--- config.mk ---
export PLATFORM = sky130hd
export DESIGN_NAME = skte_cmp
export DESIGN_NICKNAME = d
export VERILOG_FILES = /design/src/rtl/skte_pkg.sv /design/src/rtl/skte_cmp.sv
export SDC_FILE = /design/constraint.sdc
export NUM_CORES = 1
export LEC_CHECK = 0
export ABC_AREA = 1
export BUFFER_PORTS_ARGS = -buffer_cell sky130_fd_sc_hd__buf_2
export CORE_ASPECT_RATIO = 1.5
export CORE_MARGIN = 10
export CORE_UTILIZATION = 43
export DETAILED_ROUTE_END_ITERATION = 16
export MAX_ROUTING_LAYER = met4
export PLACE_DENSITY = 0.91
export SYNTH_ARGS = -nofsm -noshare
export SYNTH_HDL_FRONTEND = slang
export SYNTH_SLANG_ARGS = --single-unit
--- constraint.sdc ---
create_clock -name vclk -period 1.6
set_clock_uncertainty 0.15 [all_clocks]
set_input_delay 0.08 -clock vclk [all_inputs]
set_output_delay 0.08 -clock vclk [all_outputs]
set_load 0.02 [all_outputs]
--- src/rtl/skte_pkg.sv ---
// Package for the sorted key table engine: operation and status codes,
// sequencer state and phase types and default sizes. No dependencies.
`default_nettype none
package skte_pkg;

  localparam int unsigned CapacityDef  = 256;
  localparam int unsigned KeyBitsDef   = 32;
  localparam int unsigned ValueBitsDef = 32;

  localparam logic [3:0] OpGet     = 4'd0;
  localparam logic [3:0] OpGte     = 4'd1;
  localparam logic [3:0] OpLte     = 4'd2;
  localparam logic [3:0] OpGt      = 4'd3;
  localparam logic [3:0] OpLt      = 4'd4;
  localparam logic [3:0] OpInsert  = 4'd5;
  localparam logic [3:0] OpDelete  = 4'd6;
  localparam logic [3:0] OpMGet    = 4'd7;
  localparam logic [3:0] OpMGetAt  = 4'd8;
  localparam logic [3:0] OpMAppend = 4'd9;
  localparam logic [3:0] OpMPrep   = 4'd10;

  localparam logic [1:0] StOk      = 2'd0;
  localparam logic [1:0] StMiss    = 2'd1;
  localparam logic [1:0] StFull    = 2'd2;
  localparam logic [1:0] StPresent = 2'd3;

  typedef enum logic [3:0] {
    S_IDLE,   // waiting for a word
    S_XREQ,   // exact search: issue probe read
    S_XCMP,   // exact search: compare probe
    S_BREQ,   // bound search: issue probe read
    S_BCMP,   // bound search: compare probe
    S_DECIDE, // work out hit position and action
    S_FREQ,   // read the final entry
    S_FGET,   // latch the final entry
    S_SHIFT,  // move entries one place, a read then a write per entry
    S_WRITE,  // write the new entry
    S_OUT     // hold the result word
  } state_e;

  // Which search, if any, has finished when the sequencer reaches S_DECIDE.
  typedef enum logic [1:0] {
    PH_START,
    PH_EXACT,
    PH_BOUND
  } phase_e;

  // Three-way key order as lt and eq; gt is when neither is set.
  typedef struct packed {
    logic lt;
    logic eq;
  } cmp_t;

endpackage
`default_nettype wire

--- src/rtl/skte_cmp.sv ---
// Shared key comparator of the sorted key table engine.
// Depends on skte_pkg.
`default_nettype none
module skte_cmp #(
  parameter int unsigned KeyBits = skte_pkg::KeyBitsDef
) (
  input  wire logic               key_signed_i,
  input  wire logic [KeyBits-1:0] a_i,
  input  wire logic [KeyBits-1:0] b_i,
  output skte_pkg::cmp_t          res_o
);
  logic [KeyBits-1:0] a_x, b_x;
  // Flipping the sign bit turns a signed compare into an unsigned one.
  assign a_x = {a_i[KeyBits-1] ^ key_signed_i, a_i[KeyBits-2:0]};
  assign b_x = {b_i[KeyBits-1] ^ key_signed_i, b_i[KeyBits-2:0]};
  assign res_o.lt = a_x < b_x;
  assign res_o.eq = a_x == b_x;
endmodule
`default_nettype wire

# Yosys cells after proc, flatten, opt, wreduce, memory -nomap -nowiden

Index checks and enable logic that the tools add are counted.

Register bits after elaboration: 0
Bits of input ports: 65
Output and inout port bits: 2
Logic and storage cells: 4

Order comparisons: 1
Eq/ne operators: 1
Bitwise gates (word level): 2

Operators by type and width:

| cell                | number |
|---|---|
| 32-bit == test      | 1 |
| 32-bit < comparator | 1 |
| 1-bit XOR           | 2 |

# Depth between registers and ports, before layout

Depth after elaboration: 2
Mapped depth: 12
Mapped depth without buffers: 12

# Worst setup path before layout

Ideal clock, no wire load.

Kind: input-to-output
Start point: input port key_signed_i
End point: output port res_o[0] in the netlist's numbering
Arrival: 1,228 ps
Data required time: 1,370 ps
Setup slack: 142 ps
Stages: 8
Buffers on the path: 0
Cells stage by stage: xor2_1 ha_1 nand2_1 inv_1 nand3_2 nor3_2 inv_2 nor3_2

RTL lines:

| what               | RTL line       | source |
|---|---|---|
| start: declaration | skte_cmp.sv:7  | `input wire logic key_signed_i,` |
| end: declaration   | skte_cmp.sv:10 | `output skte_pkg::cmp_t res_o` |

==> impl_metrics.env <==
export IMPL_outcome="finished with violations"
export IMPL_failed_checks="negative setup slack"
export IMPL_hold_viol=0
export IMPL_cap_violations=0
export IMPL_register_area_sq_um=0
export IMPL_io_pins=67
export IMPL_drtAntennaViolNets=0
export IMPL_period_needed_ps=1610
export IMPL_synth_area_per_cell_sq_um=6.23
export IMPL_grt_ovfl_total=0
export IMPL_worst_setup_path_type="input port to output pin"
export IMPL_dieArea_sq_um=4290
export IMPL_synthAdderAreaFrac=0.456
export IMPL_power_static_leakage_nw=0.877
export IMPL_p_total_mw=0.294
export IMPL_synth_compound_area_frac=0.117
export IMPL_die_width_um=56.9
export IMPL_place_ws_ps=-42.7
export IMPL_tightest_slew_ps=174
export IMPL_drt_total_wl_um=2480
export IMPL_hp_class="input port to output pin"
export IMPL_crit_fanout=2
export IMPL_ys_warn_count=0
export IMPL_coreArea_sq_um=1980
export IMPL_yosysTopAreaCell="ha_1"
export IMPL_syn_inst=141
export IMPL_initial_utilization=0.444
export IMPL_io_buffers=67
export IMPL_syn2layout_area_growth_pct=43.9
export IMPL_timing_final_ws_setup_ps=-9.29
export IMPL_antenna_cells=0
export IMPL_layout_nets=307
export IMPL_via_per_inst=4.60
export IMPL_max_freq_mhz=621
export IMPL_yosysTopAreaCellShare=0.456
export IMPL_dr_pass1_iters=2
export IMPL_die_y_um=75.4
export IMPL_timing_final_crit_share=1.01
export IMPL_post_route_util=0.639
export IMPL_grt_usage=0.108
export IMPL_synth_top_family_by_area="adder cells"
export IMPL_drc=0
export IMPL_final_cells=230
export IMPL_grt_pass1_wl_um=3950
export IMPL_design_seq_count=0
export IMPL_yosysSeqAreaShare=0
export IMPL_wl_per_cell_um=10.8
export IMPL_synth_fp_nets=238
export IMPL_relSlewSlack=0.883
export IMPL_synth_area_sq_um=878
export IMPL_critPathCaptureType="output pin"
export IMPL_setup_violations=1
export IMPL_cts_setup_buffers=0
export IMPL_synth_xor_area_frac=0.0199
export IMPL_place_inst=230
export IMPL_arrival_ps=1380
export IMPL_cts_hold_buf=0
export IMPL_nFillCells=199
export IMPL_synthMuxAreaShare=0
export IMPL_antenna_found_initial=0
export IMPL_start_kind="input port"
export IMPL_placement_rows=20
export IMPL_clkbuf_count=0
export IMPL_route_vias_total=1059
export IMPL_grt_max_degree=4
export IMPL_synth_top_cells_by_area="ha_1, inv_1, nand2_1"
export IMPL_hold_path_depth=8
export IMPL_multiInputGateArea_sq_um=739
export IMPL_dpl_hpwl_um=2410
export IMPL_ir_worst_vdd_mv=0.145
export IMPL_finalMaxSlewViolations=0
export IMPL_synthSimpleGateAreaFrac=0.236
export IMPL_drive_gt1_frac=0.346
export IMPL_worstPathRequired_ps=1370
export IMPL_place_gp_congestion=0.745
export IMPL_rsz0062_at_grt="yes"
export IMPL_ys_types=17
export IMPL_drtIter0Drc=1
export IMPL_first_global_vias=1046
export IMPL_power_density_nw_per_um2=232
## worst max-delay path, cell delays in order
cell     delay, ps
buf_6          100
xor2_1         150
ha_1           300
nand2_1         70
inv_1           60
nand3_2         90
nor3_4         150
inv_2           60
nor2_1          80
a21oi_1         80
buf_4          160
## per-stage QoR
stage                     hold slack (ps)  setup TNS, ps  cell area (sq um)
after floorplan                       402              0                878
after global placement                624          -1.52               1240
after detailed placement              631          -55.1               1240
after CTS                             636              0               1260
after global routing                  680           -162               1260
final                                 631          -9.29               1260
## routing by layer
metal | track usage | wire (um) | vias to the layer above
li1 | - | - | 578
met1 | 0.0914 | 818 | 449
met2 | 0.239 | 1470 | 32
met3 | 0.0267 | 192 | 0
met4 | 0 | 0 | 0
met5 | - | 0 | -
## synthesized netlist by cell type
library cell and instances:
a21oi_1 14, o21bai_1 1, ha_1 32, a21o_1 1
o21a_1 1, nand3_2 1, nand3_1 2, inv_2 1
xnor2_1 1, xor2_1 1, nor3_2 2, nor3_1 1
nand4_1 2, nand2_1 32, nor2_1 8, inv_1 39
o21ai_0 2
## report_power, final
part | leakage, nW | internal (mW) | switching [mW]
clock network | 0 | 0 | 0
logic | 0.877 | 0.150 | 0.144
registers | 0 | 0 | 0
## logic make-up (layout without fill, tap and decap cells)
kind of cell    count (synthesis)  in the layout
buf+inv                        40            107
compound gates                 19             19
fa+ha+maj                      32             32
xor+xnor                        2              2
simple gates                   48             48
## worst paths after layout
check,from,to,slack (ps)
setup / recovery,key_signed_i,res_o[1],-9
hold / removal,a_i[30],res_o[1],630
## cell type report
cell class         count  share of cell area
multi-input cells    101               0.585
repair buffers        67               0.274
inverters             40               0.119
well taps             22              0.0218
## cell usage in the layout (no fill, tap or decap), drive strengths merged
| master | Yosys | final |
|---|---|---|
| o21bai | 1 | 1 |
| nand3 | 3 | 3 |
| xnor2 | 1 | 1 |
| a21o | 1 | 1 |
| o21a | 1 | 1 |
| nor2 | 8 | 8 |
| nor3 | 3 | 3 |
| ha | 32 | 32 |
| nand2 | 32 | 32 |
| nand4 | 2 | 2 |
| buf | 0 | 67 |
| a21oi | 14 | 14 |
| inv | 40 | 40 |
| o21ai | 2 | 2 |
| xor2 | 1 | 1 |
## timing repair
action	CTS	global route
setup endpoints to repair	2	2
gates resized for setup	4	1
pin swaps	0	1
No activity file was read; power rests on OpenSTA's default activity.
